**src/sv/cfrc_pkg.sv**
```systemverilog
package cfrc_pkg;

	localparam int MAX_WORDS = 32;
	localparam int ADDR_W    = (MAX_WORDS > 1) ? $clog2(MAX_WORDS) : 1;
	localparam int INDEX_W   = 5;
	localparam int TDATA_W   = 72;

	localparam logic [15:0] CRC_INIT = 16'hFFFF;
	localparam logic [15:0] CRC_POLY = 16'h1021;

	localparam logic [1:0] STS_OK     = 2'd0;
	localparam logic [1:0] STS_LENGTH = 2'd1;
	localparam logic [1:0] STS_CRC    = 2'd2;
	localparam logic [1:0] STS_ABORT  = 2'd3;

	localparam logic KIND_VERDICT = 1'b0;
	localparam logic KIND_WORD    = 1'b1;

	localparam logic [1:0] REG_MAGIC_FIRST     = 2'd0;
	localparam logic [1:0] REG_MAGIC_SECOND    = 2'd1;
	localparam logic [1:0] REG_PAYLOAD_COMMAND = 2'd2;

	typedef struct packed {
		logic [7:0] magic_first;
		logic [7:0] magic_second;
		logic [7:0] payload_command;
	} cfg_regs_t;

	// controller -> datapath
	typedef struct packed {
		logic              step;
		logic              load_verdict;
		logic              verdict_last;
		logic              rd_en;
		logic              load_word;
		logic              word_last;
		logic [ADDR_W-1:0] rd_idx;
	} ctl_cmd_t;

	// datapath -> controller, event of the byte currently offered
	typedef struct packed {
		logic              verdict;
		logic              drain;
		logic [ADDR_W-1:0] last_idx;
	} dp_sts_t;

	// CRC-16/CCITT-FALSE, one byte, MSB first
	function automatic logic [15:0] crc16_byte(input logic [15:0] crc, input logic [7:0] b);
		logic [15:0] c;
		c = crc ^ {b, 8'h00};
		for (int i = 0; i < 8; i++) begin
			if (c[15]) begin
				c = {c[14:0], 1'b0} ^ CRC_POLY;
			end else begin
				c = {c[14:0], 1'b0};
			end
		end
		return c;
	endfunction

endpackage

```
**src/sv/command_frame_receiver_crc16.sv**
```systemverilog
// Command frame receiver with CRC-16/CCITT-FALSE check.
// Slave stream: one received byte per word in s_tdata, s_tuser set to abort the frame.
// Master stream: one result per word; m_tuser tells a frame verdict from a payload
// word, m_tlast marks the final result caused by one input byte.
// Config channel: cfg_index selects magic_first, magic_second or payload_command.
// Input bytes are taken one per cycle while the result register is free or being
// emptied and no payload read-back is under way. A verdict is visible on m_tvalid
// the cycle after the closing byte (last CRC byte, eighth header byte on a length
// error, or an abort after the header). After a good frame of the payload
// command, its N words are read back from the payload RAM one by one (RAM read,
// then load of the result register); s_tready stays low until the last is loaded.
// When m_tready is held low the result register holds its word and s_tready
// drops until it is taken.
// Reset clears the config registers to zero, puts the parser at the start of a
// header with the CRC at 0xFFFF and empties the result register; no memory
// clearing pass is needed.
module command_frame_receiver_crc16 (
	input  logic                          clk,
	input  logic                          arst_n,
	input  logic                          s_tvalid,
	output logic                          s_tready,
	input  logic [7:0]                    s_tdata,   // rx_byte
	input  logic                          s_tuser,   // abort
	output logic                          m_tvalid,
	input  logic                          m_tready,
	// status[1:0], command[9:2], address[33:10], word_count[49:34],
	// payload_word[65:50], word_index[70:66], zero pad[71]
	output logic [cfrc_pkg::TDATA_W-1:0]  m_tdata,
	output logic                          m_tuser,   // kind
	output logic                          m_tlast,
	input  logic                          cfg_valid,
	output logic                          cfg_ready,
	input  logic [1:0]                    cfg_index,
	input  logic [7:0]                    cfg_data
);

	cfrc_pkg::cfg_regs_t cfg_q;
	cfrc_pkg::ctl_cmd_t  cmd;
	cfrc_pkg::dp_sts_t   sts;

	assign cfg_ready = 1'b1;

	always_ff @(posedge clk or negedge arst_n) begin
		if (!arst_n) begin
			cfg_q <= '0;
		end else if (cfg_valid && cfg_ready) begin
			case (cfg_index)
				cfrc_pkg::REG_MAGIC_FIRST:     cfg_q.magic_first     <= cfg_data;
				cfrc_pkg::REG_MAGIC_SECOND:    cfg_q.magic_second    <= cfg_data;
				cfrc_pkg::REG_PAYLOAD_COMMAND: cfg_q.payload_command <= cfg_data;
				default: begin
				end
			endcase
		end
	end

	cfrc_ctrl u_ctrl (
		.clk       (clk),
		.arst_n    (arst_n),
		.in_valid  (s_tvalid),
		.in_ready  (s_tready),
		.out_valid (m_tvalid),
		.out_ready (m_tready),
		.sts       (sts),
		.cmd       (cmd)
	);

	cfrc_dp u_dp (
		.clk      (clk),
		.arst_n   (arst_n),
		.cfg      (cfg_q),
		.rx_byte  (s_tdata),
		.abort    (s_tuser),
		.cmd      (cmd),
		.sts      (sts),
		.out_data (m_tdata),
		.out_kind (m_tuser),
		.out_last (m_tlast)
	);

	// result register is never overwritten while it holds an untaken word
	a_no_overwrite: assert property (@(posedge clk) disable iff (!arst_n)
		(m_tvalid && !m_tready) |-> !(cmd.load_verdict || cmd.load_word))
		else $error("result register overwritten");

	a_one_load: assert property (@(posedge clk) disable iff (!arst_n)
		!(cmd.load_verdict && cmd.load_word))
		else $error("verdict and payload word loaded together");

	// a verdict followed by payload words blocks input while draining
	a_drain_stalls: assert property (@(posedge clk) disable iff (!arst_n)
		(cmd.load_verdict && !cmd.verdict_last) |=> !s_tready)
		else $error("input accepted during payload drain");

	a_word_after_fetch: assert property (@(posedge clk) disable iff (!arst_n)
		cmd.load_word |-> $past(cmd.rd_en) || $past(cmd.load_word == 1'b0 && !s_tready))
		else $error("payload word loaded without a RAM read");

endmodule

```
**src/sv/cfrc_ram.sv**
```systemverilog
module cfrc_ram #(
	parameter int WIDTH = 16,
	parameter int DEPTH = 32
) (
	input  logic                                       clk,
	input  logic                                       we,
	input  logic [((DEPTH > 1) ? $clog2(DEPTH) : 1)-1:0] waddr,
	input  logic [WIDTH-1:0]                           wdata,
	input  logic                                       re,
	input  logic [((DEPTH > 1) ? $clog2(DEPTH) : 1)-1:0] raddr,
	output logic [WIDTH-1:0]                           rdata
);

	logic [WIDTH-1:0] mem [DEPTH];
	logic [WIDTH-1:0] rdata_q;

	always_ff @(posedge clk) begin
		if (we) begin
			mem[waddr] <= wdata;
		end
		if (re) begin
			rdata_q <= mem[raddr];
		end
	end

	assign rdata = rdata_q;

endmodule

```
**src/sv/cfrc_dp.sv**
```systemverilog
module cfrc_dp (
	input  logic                          clk,
	input  logic                          arst_n,
	input  cfrc_pkg::cfg_regs_t           cfg,
	input  logic [7:0]                    rx_byte,
	input  logic                          abort,
	input  cfrc_pkg::ctl_cmd_t            cmd,
	output cfrc_pkg::dp_sts_t             sts,
	output logic [cfrc_pkg::TDATA_W-1:0]  out_data,
	output logic                          out_kind,
	output logic                          out_last
);

	typedef enum logic [1:0] {
		PH_HEADER  = 2'd0,
		PH_PAYLOAD = 2'd1,
		PH_CRC     = 2'd2
	} phase_t;

	phase_t      phase_q, phase_d;
	logic [6:0]  pos_q, pos_d;
	logic [15:0] crc_q, crc_d;
	logic [7:0]  crc_hi_q, crc_hi_d;
	logic [7:0]  low_q, low_d;
	logic [7:0]  hdr_q [8];

	logic        hdr_we;
	logic [2:0]  hdr_idx;
	logic        ram_we;
	logic [cfrc_pkg::ADDR_W-1:0] ram_waddr;
	logic [15:0] ram_rdata;

	logic [15:0] crc_upd;
	logic [6:0]  pos_inc;
	logic [15:0] cnt_stored;
	logic [15:0] cnt_eff;
	logic [7:0]  hdr7_eff;
	logic        ev_verdict;
	logic [1:0]  ev_status;
	logic        ev_drain;

	// output word register
	logic        kind_q;
	logic [1:0]  status_q;
	logic [7:0]  command_q;
	logic [23:0] address_q;
	logic [15:0] count_q;
	logic [15:0] word_q;
	logic [cfrc_pkg::INDEX_W-1:0] index_q;
	logic        last_q;

	assign crc_upd    = cfrc_pkg::crc16_byte(crc_q, rx_byte);
	assign pos_inc    = pos_q + 7'd1;
	assign cnt_stored = {hdr_q[6], hdr_q[7]};
	// last header byte is not stored yet when the header closes
	assign hdr7_eff   = (phase_q != PH_PAYLOAD && phase_q != PH_CRC && pos_q[2:0] == 3'd7)
		? rx_byte : hdr_q[7];
	assign cnt_eff    = {hdr_q[6], hdr7_eff};

	always_comb begin
		phase_d    = phase_q;
		pos_d      = pos_q;
		crc_d      = crc_q;
		crc_hi_d   = crc_hi_q;
		low_d      = low_q;
		hdr_we     = 1'b0;
		hdr_idx    = pos_q[2:0];
		ram_we     = 1'b0;
		ram_waddr  = cfrc_pkg::ADDR_W'(pos_q[6:1]);
		ev_verdict = 1'b0;
		ev_status  = cfrc_pkg::STS_OK;
		ev_drain   = 1'b0;
		if (abort) begin
			if (phase_q == PH_PAYLOAD || phase_q == PH_CRC) begin
				ev_verdict = 1'b1;
				ev_status  = cfrc_pkg::STS_ABORT;
			end
			phase_d  = PH_HEADER;
			pos_d    = 7'd0;
			crc_d    = cfrc_pkg::CRC_INIT;
			crc_hi_d = 8'd0;
			low_d    = 8'd0;
		end else begin
			case (phase_q)
				PH_PAYLOAD: begin
					crc_d = crc_upd;
					if (!pos_q[0]) begin
						low_d = rx_byte;
					end else begin
						ram_we = 1'b1;
					end
					pos_d = pos_inc;
					if ({10'd0, pos_inc} >= {cnt_stored, 1'b0}) begin
						phase_d = PH_CRC;
						pos_d   = 7'd0;
					end
				end
				PH_CRC: begin
					if (pos_q == 7'd0) begin
						crc_hi_d = rx_byte;
						pos_d    = 7'd1;
					end else begin
						ev_verdict = 1'b1;
						if ({crc_hi_q, rx_byte} != crc_q) begin
							ev_status = cfrc_pkg::STS_CRC;
						end else begin
							ev_drain = (hdr_q[2] == cfg.payload_command) && (cnt_stored != 16'd0);
						end
						phase_d  = PH_HEADER;
						pos_d    = 7'd0;
						crc_d    = cfrc_pkg::CRC_INIT;
						crc_hi_d = 8'd0;
						low_d    = 8'd0;
					end
				end
				default: begin
					hdr_we = 1'b1;
					crc_d  = crc_upd;
					pos_d  = {4'd0, pos_q[2:0]} + 7'd1;
					if (pos_q[2:0] == 3'd7) begin
						if (hdr_q[0] != cfg.magic_first || hdr_q[1] != cfg.magic_second) begin
							phase_d  = PH_HEADER;
							pos_d    = 7'd0;
							crc_d    = cfrc_pkg::CRC_INIT;
							crc_hi_d = 8'd0;
							low_d    = 8'd0;
						end else if ({16'd0, cnt_eff} > 32'(cfrc_pkg::MAX_WORDS)) begin
							ev_verdict = 1'b1;
							ev_status  = cfrc_pkg::STS_LENGTH;
							phase_d    = PH_HEADER;
							pos_d      = 7'd0;
							crc_d      = cfrc_pkg::CRC_INIT;
							crc_hi_d   = 8'd0;
							low_d      = 8'd0;
						end else begin
							pos_d   = 7'd0;
							phase_d = (hdr_q[2] == cfg.payload_command && cnt_eff != 16'd0)
								? PH_PAYLOAD : PH_CRC;
						end
					end
				end
			endcase
		end
	end

	always_ff @(posedge clk or negedge arst_n) begin
		if (!arst_n) begin
			phase_q  <= PH_HEADER;
			pos_q    <= 7'd0;
			crc_q    <= cfrc_pkg::CRC_INIT;
			crc_hi_q <= 8'd0;
			low_q    <= 8'd0;
		end else if (cmd.step) begin
			phase_q  <= phase_d;
			pos_q    <= pos_d;
			crc_q    <= crc_d;
			crc_hi_q <= crc_hi_d;
			low_q    <= low_d;
		end
	end

	always_ff @(posedge clk) begin
		if (cmd.step && !abort && hdr_we) begin
			hdr_q[hdr_idx] <= rx_byte;
		end
	end

	cfrc_ram #(
		.WIDTH (16),
		.DEPTH (cfrc_pkg::MAX_WORDS)
	) u_payload_ram (
		.clk   (clk),
		.we    (cmd.step && !abort && ram_we),
		.waddr (ram_waddr),
		.wdata ({rx_byte, low_q}),
		.re    (cmd.rd_en),
		.raddr (cmd.rd_idx),
		.rdata (ram_rdata)
	);

	always_ff @(posedge clk) begin
		if (cmd.load_verdict) begin
			kind_q    <= cfrc_pkg::KIND_VERDICT;
			status_q  <= ev_status;
			command_q <= hdr_q[2];
			address_q <= {hdr_q[3], hdr_q[4], hdr_q[5]};
			count_q   <= cnt_eff;
			word_q    <= 16'd0;
			index_q   <= '0;
			last_q    <= cmd.verdict_last;
		end else if (cmd.load_word) begin
			kind_q    <= cfrc_pkg::KIND_WORD;
			status_q  <= cfrc_pkg::STS_OK;
			command_q <= hdr_q[2];
			address_q <= {hdr_q[3], hdr_q[4], hdr_q[5]};
			count_q   <= cnt_stored;
			word_q    <= ram_rdata;
			index_q   <= cfrc_pkg::INDEX_W'(cmd.rd_idx);
			last_q    <= cmd.word_last;
		end
	end

	assign sts.verdict  = ev_verdict;
	assign sts.drain    = ev_drain;
	assign sts.last_idx = cfrc_pkg::ADDR_W'(cnt_stored) - cfrc_pkg::ADDR_W'(1);

	assign out_data = {1'b0, index_q, word_q, count_q, address_q, command_q, status_q};
	assign out_kind = kind_q;
	assign out_last = last_q;

endmodule

```
**src/sv/cfrc_ctrl.sv**
```systemverilog
module cfrc_ctrl (
	input  logic                clk,
	input  logic                arst_n,
	input  logic                in_valid,
	output logic                in_ready,
	output logic                out_valid,
	input  logic                out_ready,
	input  cfrc_pkg::dp_sts_t   sts,
	output cfrc_pkg::ctl_cmd_t  cmd
);

	typedef enum logic [1:0] {
		ST_RUN   = 2'd0,
		ST_FETCH = 2'd1,
		ST_EMIT  = 2'd2
	} state_t;

	state_t                      state_q;
	logic                        out_valid_q;
	logic [cfrc_pkg::ADDR_W-1:0] idx_q;
	logic                        out_free;
	logic                        accept;
	logic                        word_last;

	assign out_free  = !out_valid_q || out_ready;
	assign in_ready  = (state_q == ST_RUN) && out_free;
	assign accept    = in_valid && in_ready;
	assign word_last = (idx_q == sts.last_idx);

	always_comb begin
		cmd.step         = accept;
		cmd.load_verdict = accept && sts.verdict;
		cmd.verdict_last = !sts.drain;
		cmd.rd_en        = (state_q == ST_FETCH);
		cmd.rd_idx       = idx_q;
		cmd.load_word    = (state_q == ST_EMIT) && out_free;
		cmd.word_last    = word_last;
	end

	always_ff @(posedge clk or negedge arst_n) begin
		if (!arst_n) begin
			state_q     <= ST_RUN;
			out_valid_q <= 1'b0;
			idx_q       <= '0;
		end else begin
			if (cmd.load_verdict || cmd.load_word) begin
				out_valid_q <= 1'b1;
			end else if (out_ready) begin
				out_valid_q <= 1'b0;
			end
			case (state_q)
				ST_RUN: begin
					if (accept && sts.verdict && sts.drain) begin
						idx_q   <= '0;
						state_q <= ST_FETCH;
					end
				end
				ST_FETCH: begin
					state_q <= ST_EMIT;
				end
				ST_EMIT: begin
					if (out_free) begin
						if (word_last) begin
							state_q <= ST_RUN;
						end else begin
							idx_q   <= idx_q + cfrc_pkg::ADDR_W'(1);
							state_q <= ST_FETCH;
						end
					end
				end
				default: begin
					state_q <= ST_RUN;
				end
			endcase
		end
	end

	assign out_valid = out_valid_q;

endmodule

```
**config.mk**
```make
export PLATFORM = sky130hd
export DESIGN_NAME = command_frame_receiver_crc16
export DESIGN_NICKNAME = d
export VERILOG_FILES = /design/src/sv/cfrc_pkg.sv /design/src/sv/command_frame_receiver_crc16.sv /design/src/sv/cfrc_ram.sv /design/src/sv/cfrc_dp.sv /design/src/sv/cfrc_ctrl.sv
export SDC_FILE = /design/constraint.sdc
export NUM_CORES = 1
export LEC_CHECK = 0
export ABC_AREA = 1
export BUFFER_PORTS_ARGS = -buffer_cell sky130_fd_sc_hd__buf_2
export CORE_AREA = 5 5 212 420
export DETAILED_ROUTE_END_ITERATION = 6
export DIE_AREA = 0 0 217 425
export PLACE_DENSITY = 0.51
export SYNTH_ARGS = -nofsm -noshare
export SYNTH_HDL_FRONTEND = slang
export SYNTH_HIERARCHICAL = 1
export SYNTH_SLANG_ARGS = --single-unit
```
**constraint.sdc**
```tcl
create_clock -name clk -period 4.6 [get_ports clk]
set_input_delay 0.46 -clock clk [delete_from_list [all_inputs] [get_ports clk]]
set_output_delay 0.46 -clock clk [all_outputs]
set_load 0.03 [all_outputs]
```
---- Yosys cells after proc, flatten, opt, wreduce, memory -nomap -nowiden ----
Memory sizes are Yosys's and may differ from the RTL's. A register that Yosys moved wholly into a read port is not among the register bits.
Cells that the tools add are included.
storage, ports and cells
  flip-flop bits (word level) ............. 146
  bits in latches ......................... 0
  memory bits (writable) .................. 576
  ROM bits ................................ 0
  output and inout bits ................... 77
  word-level logic and storage cells ...... 184
  memories kept ........................... 2
memory list
  memory                  words  bits a word  read ports  clocked after memory_dff  wr ports  RTL line        RTL
  u_dp.u_payload_ram.mem  32     16           1           1                         1         cfrc_ram.sv:14  logic [WIDTH-1:0] mem [DEPTH];
  u_dp.hdr_q              8      8            8           0                         1         cfrc_dp.sv:25   logic [7:0] hdr_q [8];
operators by class
  add/subtract/negate cells ............... 4
  multipliers ............................. 0
  divide/modulo/power cells ............... 0
  order comparisons ....................... 2
  equal/unequal tests ..................... 21
  shift-type cells ........................ 0
  muxes and demuxes ....................... 86
  bitwise gates (word level) .............. 9
  reduce and logical (&&, ||, !) cells .... 41
operators by type and width
  cell                                                            count
  two-way mux 16 bit                                              7
  two-way mux 13 bit                                              8
  two-way mux 8 bit                                               11
  two-way mux 24 bit                                              2
  two-way mux 2 bit                                               17
  case mux 16 bit (2 select lines)                                1
  case mux 8 bit (2 select lines)                                 2
  nonzero test 16 bit                                             2
  two-way mux 1 bit                                               26
  NOT 3 bit                                                       8
  two-way mux 7 bit                                               3
  greater-or-equal comparator 7 x 17 -> 1 bit                     1
  greater-than comparator 16 x 6 -> 1 bit, second input constant  1
  != test 16 bit                                                  1
  != test 8 bit                                                   2
  XOR 16 bit                                                      1
  two-way mux 5 bit                                               3
  case mux 7 bit (2 select lines)                                 1
  logical AND 1 bit                                               12
  AND reduction 4 bit                                             3
  case mux 5 bit (2 select lines)                                 1
  AND reduction 2 bit                                             5
  != test 3 bit, second input constant                            3
  equality test 8 bit                                             1
  other kinds (23)                                                41

---- Logic depth before layout (Yosys ltp) ----
Gate-level depths: netlist (run 1).
  depth after elaboration ................. 22
  gate-level depth with buffers ........... 19
  depth with buffers taken out ............ 16

---- Cells and area by module ----
The synthesis (run 1) kept the hierarchy.
modules (own cells, without submodules)
  module                        times used  cells an instance  area an instance (um^2)  seq. area each (um^2)
  cfrc_ram                      1           1794               21461.8                  15855.2
  cfrc_dp                       1           850                8190.4                   4939.7
  command_frame_receiver_crc16  1           109                1062.3                   600.6
  cfrc_ctrl                     1           83                 614.3                    200.2

---- Worst setup path after synthesis (run 1) ----
Ideal clock, no wire load.
  path type ............................... reg2reg
  start point ............................. reg u_dp.pos_q[0]
  end point ............................... reg u_dp.address_q[0] (enable)
  setup time .............................. 0.602 ns
  arrival time ............................ 3.359 ns
  data required time ...................... 3.998 ns
  setup slack ............................. 0.639 ns
  stages on the path, launching flop included .. 19
  path buffers ............................ 4
  period minus slack after synthesis ...... 3.961 ns
  cell sequence ........................... dfrtp_1 -> ha_1 -> ha_1 -> buf_6 -> nand2_4 -> buf_8 -> nand2_1 -> nand2_1 -> nand2_1 -> nor2_4 -> nand3_2 -> nand4_1 -> nand3b_1 -> buf_4 -> nand4_4 -> inv_1 -> clkinv_1 -> clkbuf_1 -> nand2_1
RTL lines
  element                   RTL line        RTL
  start: declaration        cfrc_dp.sv:21   logic [6:0] pos_q, pos_d;
  start signal: assignment  cfrc_dp.sv:155  pos_q <= pos_d;
  end signal: assignment    cfrc_dp.sv:186  address_q <= {hdr_q[3], hdr_q[4], hdr_q[5]};
  end signal: assignment    cfrc_dp.sv:195  address_q <= {hdr_q[3], hdr_q[4], hdr_q[5]};
  end: declaration          cfrc_dp.sv:46   logic [23:0] address_q;

==> out/qor.txt, run 1 <==
Status -> complete, no violations
H-tree depth -> 3
First-pass GRT wire length -> 126000 µm
Slew margin rel. -> 26.7%
Design area -> 35200 µm²
Cells resized by post-CTS repair -> 0
DRC Markers -> 0
Max Cap Viol -> 0
Placed wire-length estimate -> 49900 µm
Clock sink total -> 738
Fin worst setup slack -> 0.988 ns
CP Class -> flip-flop to flip-flop
Fin nets -> 2993
Average cell area after synthesis -> 11.0 µm²
Die Span Y -> 425 µm
Clock slew at reported path FFs -> 0.07 ns
Total number of vias -> 20527
Final setup violation count -> 0
Worst-Margin Slew -> 1.09 ns
Leakage -> 13.9 nW
Remaining antenna violation count -> 0
Port bufs -> 98
Crit share post-route -> 78.5%
CTS hold repair buffers -> 1
Worst-path fanout max -> 51
Row count -> 152
Setup TNS Final -> 0 ns
Cell taking the most area after synthesis -> edfxtp_1
Cell Pwr Density -> 397 nW/µm²
Initial DRC count -> 1463
Mapped Cells -> 2836
HP Start -> cfg_data[6]
Clk_skew -> 0.0270 ns
Die ar. -> 92200 µm²
Fin crit period -> 3.61 ns
EDFF count, synth -> 643
Placed cell areas -> 32900 µm²
Worst min-delay path class -> input pin to flip-flop
Hold Path Sink -> cfg_q[22]$_DFFE_PN0P_
Number of synthesized register bits -> 738
Post-synth cell types -> 47
CTS buffer count -> 70
R2r setup slk -> 0.99 ns
Setup bufs post-CTS -> 0
Layout cells sized above 1 -> 12.0%
Async S/R FF share, synth -> 9.89%
FMAX -> 0.277 GHz
Root Driver -> clkbuf_16
Worst r2r src -> u_dp/pos_q[0]$_DFFE_PN0P_
DRT Pass-1 Iters -> 5
Initial antenna violation count -> 1
Post-Synthesis Cell Area -> 31300 µm²
CTS tree -> done
Pins over their slew limit -> 0
Post-synth top flop -> edfxtp_1
Worst Path Required -> 4.84 ns
Syn-to-layout area delta -> 12.3%
Hold Fails Final Rpt -> 0
Final WL -> 84200 µm
Largest net degree at the start of global routing -> 113
Vias/cell -> 5.02
RePlAce Congestion -> 0.826
Vias in the first global route -> 20012
Top cells by area, synth -> edfxtp_1, nand2_1, nand3_1, dfrtp_1, nor2_1
GRT Resource Usage Total -> 18.0%
Initial Util -> 36.7%
Worst vdd ir -> 376 µV
Share of the synthesized area in the top cell type -> 61.6%
I/O pin cnt -> 101
Critical Path Source -> u_dp/pos_q[0]$_DFFE_PN0P_
Routed wire length per instance -> 20.6 µm
Sequential element share of the synthesized area -> 68.9%
Chip Width -> 217 µm
Critical Path Source Type -> flip-flop
Total gr overflow -> 0
Ys Warns -> 6
Reg2reg end -> u_dp/command_q[0]$_DFFE_PP_
Synthesized Nets -> 2874
Worst hold margin -> 0.137 ns
Worst r2r path cells -> 15
Core area -> 85400 µm²
Crit end category -> flip-flop
Clk_lat worst skew -> 0.62 ns
Finished Core Util -> 41.2%
Buffer levels on the longest clock path -> 3
RSZ-0062 raised after global routing -> no
Post-place setup slack -> 1.04 ns
CP Data Arrival Time -> 3.86 ns
Hold path depth -> 3
==> power by group <==
part	switching (W)	internal, W
Combinational	0.000505	0.000265
Sequential	0.000101	0.00738
Clock	0.00250	0.00323
Total	0.00310	0.0109
==> Yosys cell counts (6+ instances only) <==
library cell,number
nand2_1,1004
inv_1,143
buf_2,34
dfxtp_1,22
nand3_1,459
a21oi_1,6
xnor2_1,20
nand2_2,7
nand2_4,10
nand3_2,13
ha_1,14
o21ai_0,37
nor2_1,159
buf_4,35
xor2_1,21
nand4_1,24
nor3_1,10
dfstp_2,16
edfxtp_1,643
buf_6,32
dfrtp_1,57
clkbuf_1,28
==> registers in the layout (all words and copies together) (netlist names), 5 cells and up <==
name / flops
cfg_q: 24
u_dp/count_q: 16
u_dp/crc_hi_q: 8
u_dp/index_q: 5
u_dp/pos_q: 7
u_dp/address_q: 24
u_dp/u_payload_ram/rdata: 16
u_dp/crc_q: 16
u_dp/hdr_q: 64
u_ctrl/idx_q: 5
u_dp/u_payload_ram/mem: 512
u_dp/low_q: 8
u_dp/word_q: 16
u_dp/command_q: 8
==> routing by layer <==
layer	share of wire, %	global-route usage [%]	up-vias
li1	-	-	9842
met1	44	24.2	10083
met2	49	30.2	466
met3	4.4	2.37	136
met4	3.1	6.08	0
met5	0	0	-
==> kinds of logic after synthesis <==
group	count (synthesis)	synth area share (%)
compound gates	55	1.03
flops	738	68.9
simple gates	1702	23.4
other cells	2	0.0240
fa+ha+maj	14	0.559
xor+xnor	41	1.15
buf+inv	284	4.86
==> layout make-up <==
cell class | instances | area, µm²
Timing Repair Buffer | 181 | 1170
Inverter | 150 | 574
Clock inverter | 35 | 298
Multi-Input combinational cell | 1814 | 8230
Antenna cell | 1 | 2.50
Clock buffer | 93 | 1950
Tap cell | 1078 | 1350
Fill cell | 8148 | 50200
Sequential cell | 738 | 21600
==> how the worst max path moves through the flow <==
stage	slack, ns	cells after the start	to
final	0.99	15	u_dp/command_q[0]$_DFFE_PP_
after global routing	0.73	15	u_dp/command_q[0]$_DFFE_PP_
after CTS	1.03	15	u_dp/command_q[6]$_DFFE_PP_
after detailed placement	1.04	15	u_dp/command_q[5]$_DFFE_PP_
after global placement	1.15	15	u_dp/command_q[5]$_DFFE_PP_
after floorplan	0.64	18	u_dp/address_q[0]$_DFFE_PP_
==> critical path: stages (launching register included) <==
cell and delay (ns):
dfrtp_1 0.45, ha_1 0.22, ha_1 0.40, nand2_4 0.20, nand2_1 0.10, nand2_1 0.10, nand2_1 0.11, nor2_2 0.05
nand3_2 0.11, nand4_1 0.13, nand3b_1 0.17, nand4_4 0.14, inv_1 0.20, clkinv_1 0.12, nand2_2 0.07, buf_4 0.59
==> through the flow <==
stage | total power, W | instances
2_1_floorplan | 0.00814 | 2836
3_3_place_gp | 0.00839 | 3960
3_5_place_dp | 0.00839 | 3960
4_1_cts | 0.0141 | 4089
5_1_grt | 0.0145 | 4089
6_report | 0.0140 | 4090
==> layout by cell type (no fill, tap or decap), drive strengths merged, types with 8 or more instances in the layout <==
cell and n:
dfrtp 57, dfstp 16, buf 180, clkbuf 93, nand2 1021, inv 147
nor2 165, a21oi 8, ha 14, nand4 26, o21ai 40, clkinv 33
xor2 21, dfxtp 22, nor3 11, edfxtp 643, xnor2 20, nand3 474
Note: power is estimated with default switching activity, not from simulation.
==> inputs of run 2 (changes only) <==
==> constraint.sdc (replaced) <==
create_clock -name clk -period 3.7 [get_ports clk]
set_input_delay 0.37 -clock clk [delete_from_list [all_inputs] [get_ports clk]]
set_output_delay 0.37 -clock clk [all_outputs]
set_load 0.03 [all_outputs]
==> run 2 against run 1 <==
  * Setup slack got worse by 0.65 ns
  * Critical path depth did not move
  * Register-to-register slack got worse by 0.65 ns
  * Routed wire length rose by 3.9%
  * Utilization is 0.26 points higher
  * Clock-buffer cell count rose by 1
  * Power up 27%
  * Hold slack got worse by 0.093 ns
  * Clock skew about the same
==> out/qor.txt, run 2 (synthesis results as in run 1) <==
Hold Fails Final Rpt -> 0
Worst-Margin Slew -> 1.06 ns
Fin crit period -> 3.36 ns
Clk_skew -> 0.0271 ns
Clk_lat worst skew -> 0.63 ns
Initial DRC count -> 1867
Seq pwr share -> 52.6%
Most common cell after layout, fill and taps aside -> nand2_1
Leakage -> 14.0 nW
Die ar. -> 92200 µm²
Vias/cell -> 5.04
Internal -> 0.0138 W
Syn-to-layout area delta -> 13.0%
Total gr overflow -> 0
Final setup violation count -> 0
Max reg flops -> 512
Placed wire-length estimate -> 52300 µm
Critical Path Source Type -> flip-flop
Crit end category -> flip-flop
Buffer levels on the longest clock path -> 3
Largest register by flop count -> u_dp/u_payload_ram/mem
Row count -> 152
Net Sw Frac -> 22.3%
Core area -> 85400 µm²
Setup TNS Final -> 0 ns
I/O pin cnt -> 101
DRC Markers -> 0
Cell Pwr Density -> 501 nW/µm²
HP Start -> cfg_data[5]
Max Cap Viol -> 0
Worst-path fanout max -> 46
Crit share post-route -> 90.9%
Setup bufs post-CTS -> 0
Critical Path Source -> u_dp/pos_q[0]$_DFFE_PN0P_
Die Span Y -> 425 µm
CTS tree -> done
Largest net degree at the start of global routing -> 135
Final WL -> 87500 µm
CP Class -> flip-flop to flip-flop
Slew margin rel. -> 29.1%
Remaining antenna violation count -> 0
Initial Util -> 36.7%
CP Data Arrival Time -> 3.66 ns
NetSw -> 0.00395 W
Clock share of power -> 42.0%
Reg2reg end -> u_dp/command_q[1]$_DFFE_PP_
H-tree depth -> 3
Status -> complete, no violations
RePlAce Congestion -> 0.863
Worst vdd ir -> 392 µV
Chip Width -> 217 µm
Worst Path Required -> 4.00 ns
First-pass GRT wire length -> 131000 µm
Most frequent cells in the layout -> nand2_1, edfxtp_1, nand3_1
Initial antenna violation count -> 1
Total number of vias -> 20669
FMAX -> 0.297 GHz
R2r setup slk -> 0.34 ns
Fin nets -> 3003
Worst r2r src -> u_dp/pos_q[0]$_DFFE_PN0P_
Vias in the first global route -> 20308
Largest registers -> u_dp/u_payload_ram/mem (512), u_dp/hdr_q (64)
DRT Pass-1 Iters -> 5
Pins over their slew limit -> 0
CTS buffer count -> 72
GRT Resource Usage Total -> 18.7%
Clock slew at reported path FFs -> 0.07 ns
RSZ-0062 raised after global routing -> no
Worst min-delay path class -> input pin to flip-flop
Worst r2r path cells -> 15
Gate power share -> 5.4%
Port bufs -> 98
Routed wire length per instance -> 21.3 µm
Worst hold margin -> 0.0444 ns
Root Driver -> clkbuf_16
Critical path endpoint -> u_dp/command_q[1]$_DFFE_PP_
Clock sink total -> 738
Layout cells sized above 1 -> 12.3%
run 2: changes by cell type in the layout (fill, tap and decap cells not counted), moves of 3 or more:
cell,previous run,this run
buf_12,4,7
bufinv_16,4,7
dfrtp_1,54,46
dfrtp_2,1,9
dlygate4sd3_1,1,4
nor2_1,155,159
nor2_2,6,2
run 2: per-layer routing:
metal | vias to the layer above | wire length (µm) | track usage, %
met5 | - | 16 | 0
met4 | 2 | 2450 | 5.93
met3 | 119 | 4120 | 2.33
met2 | 568 | 42600 | 31.0
met1 | 10122 | 38300 | 25.8
li1 | 9858 | - | -
run 2: worst min-delay path by stage:
stage	endpoint	slack (ns)	cells past startpoint
detailed placement	u_dp/phase_q[1]$_DFFE_PN0P_	0.33	1
floorplan	cfg_q[0]$_DFFE_PN0P_	0.07	0
global route	cfg_q[0]$_DFFE_PN0P_	0.03	3
finish	cfg_q[21]$_DFFE_PN0P_	0.04	3
CTS	cfg_q[0]$_DFFE_PN0P_	0.003	3
global placement	u_dp/crc_hi_q[7]$_DFFE_PN0P_	0.33	1
run 2: cell type report:
cell class              instances  area (µm²)
clock buffers                  94        1960
multi-input cells            1814        8220
repair buffers                189        1270
well taps                    1078        1350
inverters                     150         573
diodes                          2        5.00
fillers                      8173       50000
clock inverters                36         402
flip-flops and latches        738       21600
run 2: worst max-delay path: stages (launching register included):
cell and delay [ns]:
dfrtp_1 0.45, ha_1 0.20, ha_1 0.41, nand2_4 0.21
nand2_1 0.10, nand2_1 0.10, nand2_1 0.10, nor2_2 0.04
nand3_2 0.11, nand4_1 0.12, nand3b_1 0.17, nand4_4 0.14
inv_1 0.21, clkinv_1 0.13, nand2_2 0.17, buf_12 0.26
run 2: what timing repair did:
item	4_1_cts	5_1_grt
hold endpoints to repair	29	0
resized for setup	0	0
hold buffers	4	0
run 2: power groups by stage:
| stage | Combinational, W | Clock, W | Sequential [W] |
|---|---|---|---|
| finish | 0.000964 | 0.00744 | 0.00931 |
| global route | 0.00110 | 0.00798 | 0.00932 |
| CTS | 0.000973 | 0.00765 | 0.00931 |
| detailed placement | 0.000964 | 0 | 0.00949 |
| global placement | 0.000961 | 0 | 0.00948 |
| floorplan | 0.000678 | 0 | 0.00945 |
run 2: through the flow:
stage / util (%) / setup slack [ns] / instances / total power, W / instance area (µm²)
floorplan: - / 0.233 / 2836 / 0.0101 / 31300
global placement: 38.6 / 0.462 / 3965 / 0.0104 / 33000
detailed placement: 38.6 / 0.405 / 3965 / 0.0105 / 33000
CTS: 41.4 / 0.383 / 4099 / 0.0179 / 35400
global route: 41.4 / 0.101 / 4099 / 0.0184 / 35400
finish: 41.5 / 0.335 / 4101 / 0.0177 / 35400
